**src/hdl/prt_pkg.sv**
```systemverilog
// ----------------------------------------------------------------------------
// prt_pkg: shared types and constants of the prediction reconcile table
// Field widths, mode and verdict codes, configuration register indexes, the
// command and link records that run along the cell row, and helpers.
// ----------------------------------------------------------------------------
package prt_pkg;

    localparam int TABLE_ENTRIES_DEF = 64;

    localparam int MODE_W     = 2;
    localparam int TICK_W     = 32;
    localparam int HASH_W     = 64;
    localparam int MAG_W      = 32;
    localparam int WINDOW_W   = 16;
    localparam int COUNT_W    = 32;
    localparam int VERDICT_W  = 2;
    localparam int CFG_INDEX_W = 4;
    localparam int CFG_DATA_W  = 32;

    localparam logic [MODE_W-1:0] MODE_PREDICT = MODE_W'(0);
    localparam logic [MODE_W-1:0] MODE_COMPARE = MODE_W'(1);
    localparam logic [MODE_W-1:0] MODE_CLEAR   = MODE_W'(2);

    localparam logic [VERDICT_W-1:0] VERDICT_MATCHED     = VERDICT_W'(0);
    localparam logic [VERDICT_W-1:0] VERDICT_CORRECT     = VERDICT_W'(1);
    localparam logic [VERDICT_W-1:0] VERDICT_RESYNC      = VERDICT_W'(2);
    localparam logic [VERDICT_W-1:0] VERDICT_UNPREDICTED = VERDICT_W'(3);

    localparam logic [CFG_INDEX_W-1:0] CFG_WINDOW    = CFG_INDEX_W'(0);
    localparam logic [CFG_INDEX_W-1:0] CFG_TOLERANCE = CFG_INDEX_W'(1);

    localparam logic [WINDOW_W-1:0] WINDOW_RESET    = WINDOW_W'(32);
    localparam logic [MAG_W-1:0]    TOLERANCE_RESET = MAG_W'(0);

    typedef enum logic [1:0] {
        ST_IDLE,
        ST_MATCH,
        ST_UPDATE
    } prt_state_t;

    typedef enum logic [1:0] {
        OP_NONE,
        OP_OVERWRITE,
        OP_INSERT,
        OP_CLEAR
    } prt_op_t;

    // Broadcast from the controller to every cell.
    typedef struct packed {
        prt_op_t             op;
        logic                latch;
        logic [TICK_W-1:0]   tick;
        logic [HASH_W-1:0]   hash;
        logic [TICK_W-1:0]   floor_tick;
    } prt_cmd_t;

    // Passed from each cell to its right-hand neighbor.
    typedef struct packed {
        logic                found;
        logic [HASH_W-1:0]   hash;
        logic                free_seen;
    } prt_link_t;

    function automatic logic [COUNT_W-1:0] sat_inc(input logic [COUNT_W-1:0] value);
        logic [COUNT_W-1:0] result;
        result = (value == {COUNT_W{1'b1}}) ? value : value + COUNT_W'(1);
        return result;
    endfunction

endpackage

```
**src/hdl/prt_cell.sv**
```systemverilog
// ----------------------------------------------------------------------------
// prt_cell: one table entry
// Holds one (tick, hash) pair with its valid bit, matches it against the
// broadcast tick and forwards the hit hash and free flag to its neighbor.
// ----------------------------------------------------------------------------
module prt_cell
(
    input  logic               clk,
    input  logic               rst_n,
    input  prt_pkg::prt_cmd_t  cmd,
    input  prt_pkg::prt_link_t link_in,
    output prt_pkg::prt_link_t link_out
);
    import prt_pkg::*;

    logic [TICK_W-1:0] tick_reg;
    logic [HASH_W-1:0] hash_reg;
    logic              valid_reg;
    logic              hit_reg;
    logic              claim_reg;

    logic              hit;
    logic              free;
    logic              below_floor;
    logic              new_below_floor;

    assign hit             = valid_reg && (tick_reg == cmd.tick);
    assign free            = !valid_reg;
    assign below_floor     = tick_reg < cmd.floor_tick;
    assign new_below_floor = cmd.tick < cmd.floor_tick;

    // Valid ticks are unique, so at most one cell hits and the OR chain
    // delivers that cell's hash. The lowest free cell claims the insert.
    assign link_out.found     = link_in.found | hit;
    assign link_out.hash      = link_in.hash | (hit ? hash_reg : {HASH_W{1'b0}});
    assign link_out.free_seen = link_in.free_seen | free;

    always_ff @(posedge clk or negedge rst_n)
    begin
        if (!rst_n)
        begin
            valid_reg <= 1'b0;
            hit_reg   <= 1'b0;
            claim_reg <= 1'b0;
        end
        else
        begin
            if (cmd.latch)
            begin
                hit_reg   <= hit;
                claim_reg <= free && !link_in.free_seen;
            end
            case (cmd.op)
                OP_INSERT:
                begin
                    if (claim_reg)
                        valid_reg <= !new_below_floor;
                    else if (valid_reg && below_floor)
                        valid_reg <= 1'b0;
                end
                OP_CLEAR:
                    valid_reg <= 1'b0;
                default:
                    ;
            endcase
        end
    end

    always_ff @(posedge clk)
    begin
        case (cmd.op)
            OP_INSERT:
            begin
                if (claim_reg)
                begin
                    tick_reg <= cmd.tick;
                    hash_reg <= cmd.hash;
                end
            end
            OP_OVERWRITE:
            begin
                if (hit_reg)
                    hash_reg <= cmd.hash;
            end
            default:
                ;
        endcase
    end

endmodule

```
**config.mk**
```make
export PLATFORM = sky130hd
export DESIGN_NAME = prt_cell
export DESIGN_NICKNAME = d
export VERILOG_FILES = /design/src/hdl/prt_pkg.sv /design/src/hdl/prt_cell.sv
export SDC_FILE = /design/constraint.sdc
export NUM_CORES = 1
export LEC_CHECK = 0
export ABC_AREA = 0
export ABC_CLOCK_PERIOD_IN_PS = 4100
export BUFFER_PORTS_ARGS = -buffer_cell sky130_fd_sc_hd__clkbuf_2
export CAP_MARGIN = 10
export CORE_MARGIN = 1.5
export CORE_UTILIZATION = 42
export DETAILED_ROUTE_END_ITERATION = 16
export PLACE_DENSITY = 0.85
export SETUP_SLACK_MARGIN = 0.5
export SKIP_LAST_GASP = 1
export SYNTH_ARGS = -nofsm -noshare
export SYNTH_HDL_FRONTEND = slang
export SYNTH_SLANG_ARGS = --single-unit
```
**constraint.sdc**
```tcl
create_clock -name clk -period 4.1 [get_ports clk]
set_input_delay 0.41 -clock clk [delete_from_list [all_inputs] [get_ports clk]]
set_output_delay 0.41 -clock clk [all_outputs]
set_load 0.01 [all_outputs]
```
==> reports/metrics.cfg, run 1 <==
[global_route]
antenna_found_initial=1
total_global_route_track_usage=0.2043
grt_max_degree=67
grt_pass1_vias=4175
grt_pass1_wl_um=20670
globalRouteOverflowTotal=0

[logic_synthesis]
leading_area_contributor_after_synthesis=sky130_fd_sc_hd__edfxtp_1
mappedNetlistNets=673
post-synth-top-count-cell=sky130_fd_sc_hd__edfxtp_1
cell_count_after_synthesis=412
synthDistinctLibCells=38
ys_warn_count=0
synth_top_cell_area_share=0.5388
synth-async-reset-ratio=0.03030
synth_commonest_cells=96 x sky130_fd_sc_hd__edfxtp_1, 66 x sky130_fd_sc_hd__a21o_1, 62 x sky130_fd_sc_hd__ha_1
synth_edf_count=96
syn_area_per_cell_um2=12.99
syn_area_um2=5350
synth-seq-cells=99
ys_top_cells_by_area=sky130_fd_sc_hd__edfxtp_1 54%, sky130_fd_sc_hd__ha_1 14%, sky130_fd_sc_hd__a21o_1 9.3%, sky130_fd_sc_hd__xnor2_1 4.6%, sky130_fd_sc_hd__a21oi_1 2.2%
synth-seq-area-share=0.5529
ys_dominant_reg_cell=sky130_fd_sc_hd__edfxtp_1

[placed_design]
hpwl_um=11630
gpl.final_weighted_congestion=0.8801
dpl-instance-area_um2=6879
pre_cts_ws_ns=0.9397
place.detailed.instances=845
io_buffer_count=264

[layout]
area_delta_synth_final_pct=34.59
finish.cell_count_without_fillers=863
final_design_area_no_fill_um2=7201
largest_reg_flops=64
fin_util=0.5753
nFillCells=1099
drive_above_1_share=0.4203
design.final.nets=946

[power]
p_int_mw=1.838
comb_power_share=0.159
totalPowerFinal_mw=2.450
switching_share=0.2497
total_leakage_power_nw=3.587
worst_ir_drop_vdd_uv=230.1
switchingPower_mw=0.6116
power-per-cell-area_nw_per_um2=340.2
seq_power_share=0.485
clkPwrFrac=0.357

[worst_setup_path]
critical_path.max_fanout=66
critPathMaxStageDelay_ns=0.55
critPathLaunchType=flop
cpMaxStageDelayCell=sky130_fd_sc_hd__buf_4
worst-path-buf-inv=2
critPathRequiredTime_ns=3.69
crit_chain=xnor2_1 -> nand4_1 -> nor4_1 -> nand4_1 -> nor4_4 -> buf_4 -> a21o_1 -> clkbuf_2
worstPathArrival_ns=3.04
timing.critical_path.to_type=output pin
timing.critical_path.mode_cell=sky130_fd_sc_hd__nand4_1
critical_path.top_delay_family=simple AND/OR/NAND/NOR gates
timing.setup.critical_path_class=reg2out

[min_path]
hold_path.class=in2reg

[sta]
finalWorstSetupSlack_ns=0.6548
max_freq_mhz=290.3
drv_slew=0
post-route-min-period_ns=3.445
max_slew_margin_vs_limit=0.5462
grt_setup_unrepaired=false
finalHoldViolCount=0
final.setup.tns_ns=0
finalSetupViolCount=0
worst_pin_slew_ns=0.6808
whs_ns=0.2388
layout_worst_path_cycle_share=0.8403
final.setup_skew_ns=0.007831

[clock_network]
clk_pin_slew_ns=0.07
cts_resizes=0
max-clock-path-buffers=2
cts_sinks=99
clock_latency_ns=0.34
cts_tree=done
cts_inserted_buffers=9
h-tree-depth=3
cts_root_buffer=sky130_fd_sc_hd__clkbuf_16

[route]
top_layer_used=met4
wl_met1_um=5992
number_of_detailed_route_iterations_in_the_first_pass=5
avg_vias_per_cell=4.997
drt-wirelength-per-cell_um=16.45
wl_met2_um=6707
route.met3.wl_um=1229
drtAntennaViolNets=0
detail_route.wirelength_um=14200
drt_drc_violations_left=0
detailroute.via_count=4312
drt_iter0_drc=320

[floorplanning]
core_area_um2=12520
floorplan.die_area_um2=13420
num_rows=41
fp.dieH_um=115.9
starting_density=0.4274
die_w_um=115.9
io_pins=265

[run_status]
run_status=completed

[run]
max_cap_violations=0

==> power by group through the flow <==
stage	Combinational, mW	Clock (mW)	Sequential [mW]
4_1_cts	0.390	0.899	1.19
3_5_place_dp	0.385	0	1.21
3_3_place_gp	0.374	0	1.21
2_1_floorplan	0.189	0	1.20
6_report	0.389	0.874	1.19
5_1_grt	0.434	0.929	1.19
==> path summary, 6_finish.rpt <==
path                        startpoint      endpoint  slack [ns]  depth (start not counted)
min                            cmd[74]  hash_reg[42]        0.24                          1
min in group asynchronous        rst_n     valid_reg        0.43                          2
max in group asynchronous        rst_n     claim_reg        3.56                          2
max                        tick_reg[6]  link_out[48]        0.65                          8
max reg2reg                tick_reg[6]       hit_reg        1.52                          7
min reg2reg                    hit_reg       hit_reg        0.51                          1
==> what timing repair did <==
item                      CTS  global route
hold endpoints to repair    3             0
hold buffers                1             0
setup buffers               0             0
==> placed cells by master, fill, tap and decap left out, drive strengths merged, types with 4 or more instances in the layout <==
master and count:
edfxtp 96, nor2 7, inv 35, nor4 5
ha 62, a21oi 24, nand3 8, a21o 66
xor2 4, nand2 20, nand4 13, o21ai 7
xnor2 28, clkbuf 273, buf 4, and4 4
==> cell families (layout without fill, tap and decap cells) <==
group / after synthesis / count (layout) / synth area share
xor+xnor: 32 / 32 / 0.05239
simple gates: 64 / 64 / 0.06338
flops: 99 / 99 / 0.5529
other cells: 0 / 1 / 0
mux: 2 / 2 / 0.004209
compound gates: 115 / 115 / 0.1487
fa+ha+maj: 62 / 62 / 0.1450
buf+inv: 38 / 316 / 0.03344
==> worst reg2reg max path, cell delays in order (launching register included) <==
cell,delay [ns]
sky130_fd_sc_hd__edfxtp_1,0.43
sky130_fd_sc_hd__xnor2_1,0.26
sky130_fd_sc_hd__nand4_1,0.13
sky130_fd_sc_hd__nor4_1,0.35
sky130_fd_sc_hd__nand4_1,0.21
sky130_fd_sc_hd__nor4_4,0.30
sky130_fd_sc_hd__buf_4,0.55
sky130_fd_sc_hd__mux2_2,0.29
==> layout make-up <==
class	count	area, µm²	share of cell area
antenna	1	2.502	0.0003475
timing repair buffer	269	1361	0.1891
sequential	99	2958	0.4108
multi-input combinational	275	2238	0.3109
tap	172	215.2	0.02989
inverter	31	116.4	0.01616
clock buffer	9	225.2	0.03128
clock inverter	7	83.83	0.01164
==> per-layer routing <==
layer	vias up	global-route usage
met2	185	0.3180
met3	23	0.05282
met1	1990	0.2756
met4	0	0.07642
met5	-	0
li1	2114	-
Power figures use the tool's default switching activity.
==> inputs of run 2 (changes only) <==
Settings changed: ABC_AREA 0 to 1, ABC_CLOCK_PERIOD_IN_PS 4100 to 3400, CORE_UTILIZATION 42 to 48, PLACE_DENSITY 0.85 to 0.89.
Clock period 4.1 ns to 3.4 ns, I/O delays scaled along.
==> reports/metrics.cfg, run 2 <==
[logic_synthesis]
syn_area_per_cell_um2=10.36
leading_area_contributor_after_synthesis=sky130_fd_sc_hd__edfxtp_1
synth-seq-cells=99
synth_top_cell_area_share=0.4855
synthXorXnorAreaFrac=0.02655
cell_count_after_synthesis=573
synth-compound-area-share=0.1445
post-synth-top-count-cell=sky130_fd_sc_hd__inv_1
ys_dominant_reg_cell=sky130_fd_sc_hd__edfxtp_1
synth_edf_count=96
ys_top_cells_by_area=sky130_fd_sc_hd__edfxtp_1 49%, sky130_fd_sc_hd__ha_1 13%, sky130_fd_sc_hd__inv_1 8.3%, sky130_fd_sc_hd__o21bai_2 7.4%, sky130_fd_sc_hd__nand2_1 4.7%
syn_area_um2=5938
synth-async-reset-ratio=0.03030
synth-seq-area-share=0.4981
synth.area.mux_share=0
synth_top_family_by_area=compound AO/OA/AOI/OAI gates
mappedNetlistNets=834
synth_commonest_cells=131 x sky130_fd_sc_hd__inv_1, 96 x sky130_fd_sc_hd__edfxtp_1, 75 x sky130_fd_sc_hd__nand2_1
ys_warn_count=0
area_share_of_and_or_nand_nor_cells_after_synthesis=0.1066
synthDistinctLibCells=27
yosys.area_share.adder=0.1306

[route]
number_of_detailed_route_iterations_in_the_first_pass=5
avg_vias_per_cell=4.831
drt_drc_violations_left=0
drt-wirelength-per-cell_um=15.25
drtAntennaViolNets=0
detailroute.via_count=4937
drt_iter0_drc=349
detail_route.wirelength_um=15580

[clock_network]
cts_tree=done
h-tree-depth=3
cts_inserted_buffers=9
clock_latency_ns=0.34
cts_sinks=99
cts_root_buffer=sky130_fd_sc_hd__clkbuf_16
clk_pin_slew_ns=0.07
max-clock-path-buffers=2

[global_route]
grt_pass1_vias=4731
grt_pass1_wl_um=22770
globalRouteOverflowTotal=0
antenna_found_initial=0
grt_max_degree=65
total_global_route_track_usage=0.2297

[placed_design]
place.detailed.instances=1000
gpl.final_weighted_congestion=0.8134
hpwl_um=11860
pre_cts_ws_ns=0.5149
io_buffer_count=264

[worst_setup_path]
timing.critical_path.to_type=output pin
worst-path-buf-inv=3
critPathLaunchType=flop
worst-path-stages=11
crit_chain=inv_1 -> nor2_1 -> nor3_1 -> nand4_1 -> nor2_2 -> nand2_1 -> nor2_4 -> buf_4 -> nand2_4 -> o21bai_1 -> clkbuf_2
worstPathArrival_ns=2.46
critPathRequiredTime_ns=3.06
critical_path.max_fanout=16
cpMaxStageDelayCell=sky130_fd_sc_hd__edfxtp_1
timing.setup.critical_path_class=reg2out
cp-endpoint=link_out[18]
setup_slack_of_the_worst_register_to_register_path_ns=1.27
critPathMaxStageDelay_ns=0.43
reg2regPathDepth=10
rr_startpoint=tick_reg[5]
timing.critical_path.from=tick_reg[5]
critical_path.top_delay_family=simple AND/OR/NAND/NOR gates
rr_endpoint=hit_reg

[floorplanning]
core_area_um2=12060
fp.dieH_um=114.2
io_pins=265
num_rows=40
starting_density=0.4923
die_w_um=114.2
floorplan.die_area_um2=13050

[layout]
largest_reg_flops=64
diodes=0
area_delta_synth_final_pct=32.26
most_frequent_cells_in_the_layout=264 x sky130_fd_sc_hd__clkbuf_2, 131 x sky130_fd_sc_hd__inv_1, 96 x sky130_fd_sc_hd__edfxtp_1
fin_util=0.6511
design.final.nets=1110
drive_above_1_share=0.3958
leading_cell_type_in_the_layout_fill_and_taps_excluded=sky130_fd_sc_hd__clkbuf_2
finish.cell_count_without_fillers=1022

[sta]
final.setup.tns_ns=0
finalSetupViolCount=0
max_freq_mhz=356.6
layout_worst_path_cycle_share=0.8248
grt_setup_unrepaired=true
worst_pin_slew_ns=0.8201
final.setup_skew_ns=0.005719
post-route-min-period_ns=2.804
finalHoldViolCount=0
drv_slew=0
max_slew_margin_vs_limit=0.4532
finalWorstSetupSlack_ns=0.5956
whs_ns=0.1671

[min_path]
hold_path.class=in2reg

[run]
max_cap_violations=0

[power]
worst_ir_drop_vdd_uv=276.0
total_leakage_power_nw=4.061
power-per-cell-area_nw_per_um2=373.3

[run_status]
run_status=completed

run 2: changes by cell type after synthesis, moves of 6 or more:
| cell | before | now |
|---|---|---|
| sky130_fd_sc_hd__inv_1 | 31 | 131 |
| sky130_fd_sc_hd__a21o_1 | 66 | 1 |
| sky130_fd_sc_hd__nand2_1 | 20 | 75 |
| sky130_fd_sc_hd__o21bai_2 | 0 | 39 |
| sky130_fd_sc_hd__nor2_1 | 7 | 38 |
| sky130_fd_sc_hd__o21bai_1 | 1 | 25 |
| sky130_fd_sc_hd__xnor2_1 | 28 | 6 |
| sky130_fd_sc_hd__nor3_1 | 1 | 9 |
| sky130_fd_sc_hd__xor2_1 | 4 | 12 |
| sky130_fd_sc_hd__or2_2 | 1 | 7 |
run 2: how the worst min path moves through the flow:
stage | cells after the start | slack, ns | from | to
2_1_floorplan | 0 | 0.04 | rst_n | claim_reg
3_3_place_gp | 1 | 0.14 | rst_n | hit_reg
3_5_place_dp | 1 | 0.14 | rst_n | valid_reg
4_1_cts | 1 | 0.16 | cmd[41] | hash_reg[9]
5_1_grt | 1 | 0.15 | cmd[71] | hash_reg[39]
6_report | 1 | 0.17 | cmd[61] | hash_reg[29]
run 2: kinds of logic after synthesis:
group / after synthesis
xor gates and xnor gates: 18
and+or+nand+nor: 149
DFF: 99
adders and majority gates: 62
buffers and inverters: 138
AOI/OAI and AO/OA: 107
run 2: what timing repair did:
action                                  4_1_cts  5_1_grt
gates cloned                                  1        2
setup buffers                                 2        0
hold buffers                                  1        0
endpoints found under the setup margin       65       65
gates resized for setup                       4        5
hold endpoints to repair                      3        0
pin swaps                                     2        2
run 2: metrics by stage:
stage / power, mW / cell area, µm²
finish: 2.932 / 7854
global route: 3.061 / 7854
CTS: 2.941 / 7800
detailed placement: 1.897 / 7440
global placement: 1.878 / 7440
floorplan: 1.672 / 5949
run 2: power breakdown:
group | internal (mW) | switching (mW) | total [mW] | leakage [nW]
logic | 0.230 | 0.242 | 0.472 | 3.00
clock network | 0.577 | 0.468 | 1.04 | 0.148
registers | 1.39 | 0.0272 | 1.42 | 0.915
run 2: layout make-up:
cell class / count / area (µm²)
flip-flops and latches: 99 / 2958
fillers: 937 / 4208
multi-input cells: 339 / 2534
clock inverters: 7 / 73.82
inverters: 131 / 491.7
repair buffers: 269 / 1361
well taps: 168 / 210.2
clock buffers: 9 / 225.2
run 2: layer usage:
metal,vias to the layer above,track usage,share of wire
li1,2470,-,-
met2,184,0.3912,0.49
met5,-,0,0
met3,22,0.04447,0.067
met1,2261,0.2933,0.42
met4,0,0.08167,0.019
==> inputs of run 3 (changes only) <==
Settings changed: ABC_CLOCK_PERIOD_IN_PS 3400 to 2900.
Clock period 3.4 ns to 2.9 ns, I/O delays scaled along.
==> reports/metrics.cfg, run 3 (same netlist as run 2, synthesis figures left out) <==
[route]
drt-wirelength-per-cell_um=15.31
detailroute.via_count=4973
drtAntennaViolNets=0
detail_route.wirelength_um=15650
drt_drc_violations_left=0
number_of_detailed_route_iterations_in_the_first_pass=6
avg_vias_per_cell=4.866
drt_iter0_drc=281

[sta]
max_slew_margin_vs_limit=0.6991
layout_worst_path_cycle_share=0.8969
post-route-min-period_ns=2.601
final.setup_skew_ns=0.008701
grt_setup_unrepaired=true
finalHoldViolCount=0
max_freq_mhz=384.5
final.setup.tns_ns=0
worst_pin_slew_ns=0.4514
finalSetupViolCount=0
drv_slew=0

[worst_setup_path]
timing.critical_path.to_type=output pin
cpMaxStageDelayCell=sky130_fd_sc_hd__edfxtp_1
worstPathArrival_ns=2.31
critical_path.max_fanout=17
worst-path-buf-inv=3
worst-path-stages=11
timing.setup.critical_path_class=reg2out
critPathLaunchType=flop
crit_chain=inv_1 -> nor2_1 -> nor4_2 -> nand2_1 -> nor2_2 -> nand2_2 -> nor2_4 -> nand2_4 -> buf_16 -> o21bai_1 -> buf_2
reg2regPathDepth=10
timing.critical_path.from=tick_reg[1]
critPathRequiredTime_ns=2.61
critical_path.top_delay_family=simple AND/OR/NAND/NOR gates
rr_startpoint=tick_reg[1]
critPathMaxStageDelay_ns=0.42

[clock_network]
h-tree-depth=3
max-clock-path-buffers=2
clk_pin_slew_ns=0.07
clock_latency_ns=0.35
cts_tree=done
cts_sinks=99
cts_inserted_buffers=9
cts_root_buffer=sky130_fd_sc_hd__clkbuf_16
post_cts_buffers=0

[layout]
most_frequent_cells_in_the_layout=258 x sky130_fd_sc_hd__clkbuf_2, 131 x sky130_fd_sc_hd__inv_1, 96 x sky130_fd_sc_hd__edfxtp_1
diodes=0
final_design_area_no_fill_um2=7915
nFillCells=950
design.final.nets=1110
drive_above_1_share=0.4016
largest_reg_flops=64
leading_cell_type_in_the_layout_fill_and_taps_excluded=sky130_fd_sc_hd__clkbuf_2
area_delta_synth_final_pct=33.29

[floorplanning]
floorplan.die_area_um2=13050
io_pins=265
die_w_um=114.2
fp.dieH_um=114.2
num_rows=40
starting_density=0.4923
core_area_um2=12060

[placed_design]
dpl-instance-area_um2=7476
gpl.final_weighted_congestion=0.8349
hpwl_um=11970
io_buffer_count=264

[run_status]
run_status=completed

[power]
power-per-cell-area_nw_per_um2=435.6
total_leakage_power_nw=4.101
worst_ir_drop_vdd_uv=346.7

[global_route]
grt_pass1_wl_um=22460
globalRouteOverflowTotal=0
grt_max_degree=67
antenna_found_initial=0
grt_pass1_vias=4649
total_global_route_track_usage=0.2247

[min_path]
hold_path.class=in2reg
hold_path.startpoint=cmd[32]
hold_path_depth=1

[run]
max_cap_violations=0

## run 3: cell types whose count changed in the layout (fill, tap and decap cells not counted), sizes merged
cell and change:
clkinv -1, nand2 -3, buf +7, inv -1, clkbuf -2
## run 3: final cells by class
type / count / area [µm²] / share of cell area
Sequential cell: 99 / 2958 / 0.3737
Inverter: 131 / 491.7 / 0.06212
Tap cell: 168 / 210.2 / 0.02656
Clock buffer: 11 / 242.7 / 0.03067
Clock inverter: 5 / 61.31 / 0.007746
Timing Repair Buffer: 272 / 1443 / 0.1823
Multi-Input combinational cell: 336 / 2509 / 0.3169
## run 3: report_power, final
group          switching (mW)  leakage [nW]  internal, mW
clock network           0.541         0.151         0.700
logic                   0.286          3.04         0.271
registers              0.0230         0.915          1.63
## run 3: metrics by stage
| stage | setup WS, ns | total power, mW | hold WS, ns | std cells | util |
|---|---|---|---|---|---|
| finish | 0.2991 | 3.448 | 0.1157 | 1022 | 0.6562 |
| global route | 0.1515 | 3.598 | 0.09748 | 1022 | 0.6562 |
| CTS | 0.2904 | 3.469 | 0.1031 | 1019 | 0.6481 |
| detailed placement | 0.5103 | 2.229 | 0.09478 | 1002 | 0.6198 |
| global placement | 0.6544 | 2.205 | 0.09016 | 1002 | 0.6198 |
| floorplan | 0.6115 | 1.961 | -0.005591 | 573 | - |
## run 3: per-layer routing
metal	vias to the layer above	track usage	share of wire
met5	-	0	0
met4	0	0.08667	0.020
met3	26	0.05135	0.068
met2	196	0.3807	0.49
met1	2286	0.2808	0.42
li1	2465	-	-
## run 3: path summary, 6_finish.rpt
kind	end	slack (ns)
min in group asynchronous	hit_reg	0.29
min	hash_reg[0]	0.12
max reg2reg	hit_reg	1.01
max in group asynchronous	valid_reg	2.50
min reg2reg	hit_reg	0.52
max	link_out[3]	0.30
## run 3: worst register-to-register path: stages, from the launching register on
cell                       delay [ns]
sky130_fd_sc_hd__edfxtp_1        0.42
sky130_fd_sc_hd__inv_1           0.07
sky130_fd_sc_hd__nor2_1          0.05
sky130_fd_sc_hd__nor4_2          0.32
sky130_fd_sc_hd__nand2_1         0.11
sky130_fd_sc_hd__nor2_2          0.15
sky130_fd_sc_hd__nand2_2         0.10
sky130_fd_sc_hd__nor2_4          0.11
sky130_fd_sc_hd__nand2_4         0.12
sky130_fd_sc_hd__buf_6           0.22
sky130_fd_sc_hd__o21ai_0         0.17
## run 3: what timing repair did
action / 4_1_cts / 5_1_grt
gates resized for setup: 5 / 12
gates cloned: 0 / 3
pin swaps: 0 / 2
hold buffers: 1 / 0
setup endpoints to repair: 65 / 65
endpoints found under the hold margin: 3 / 0
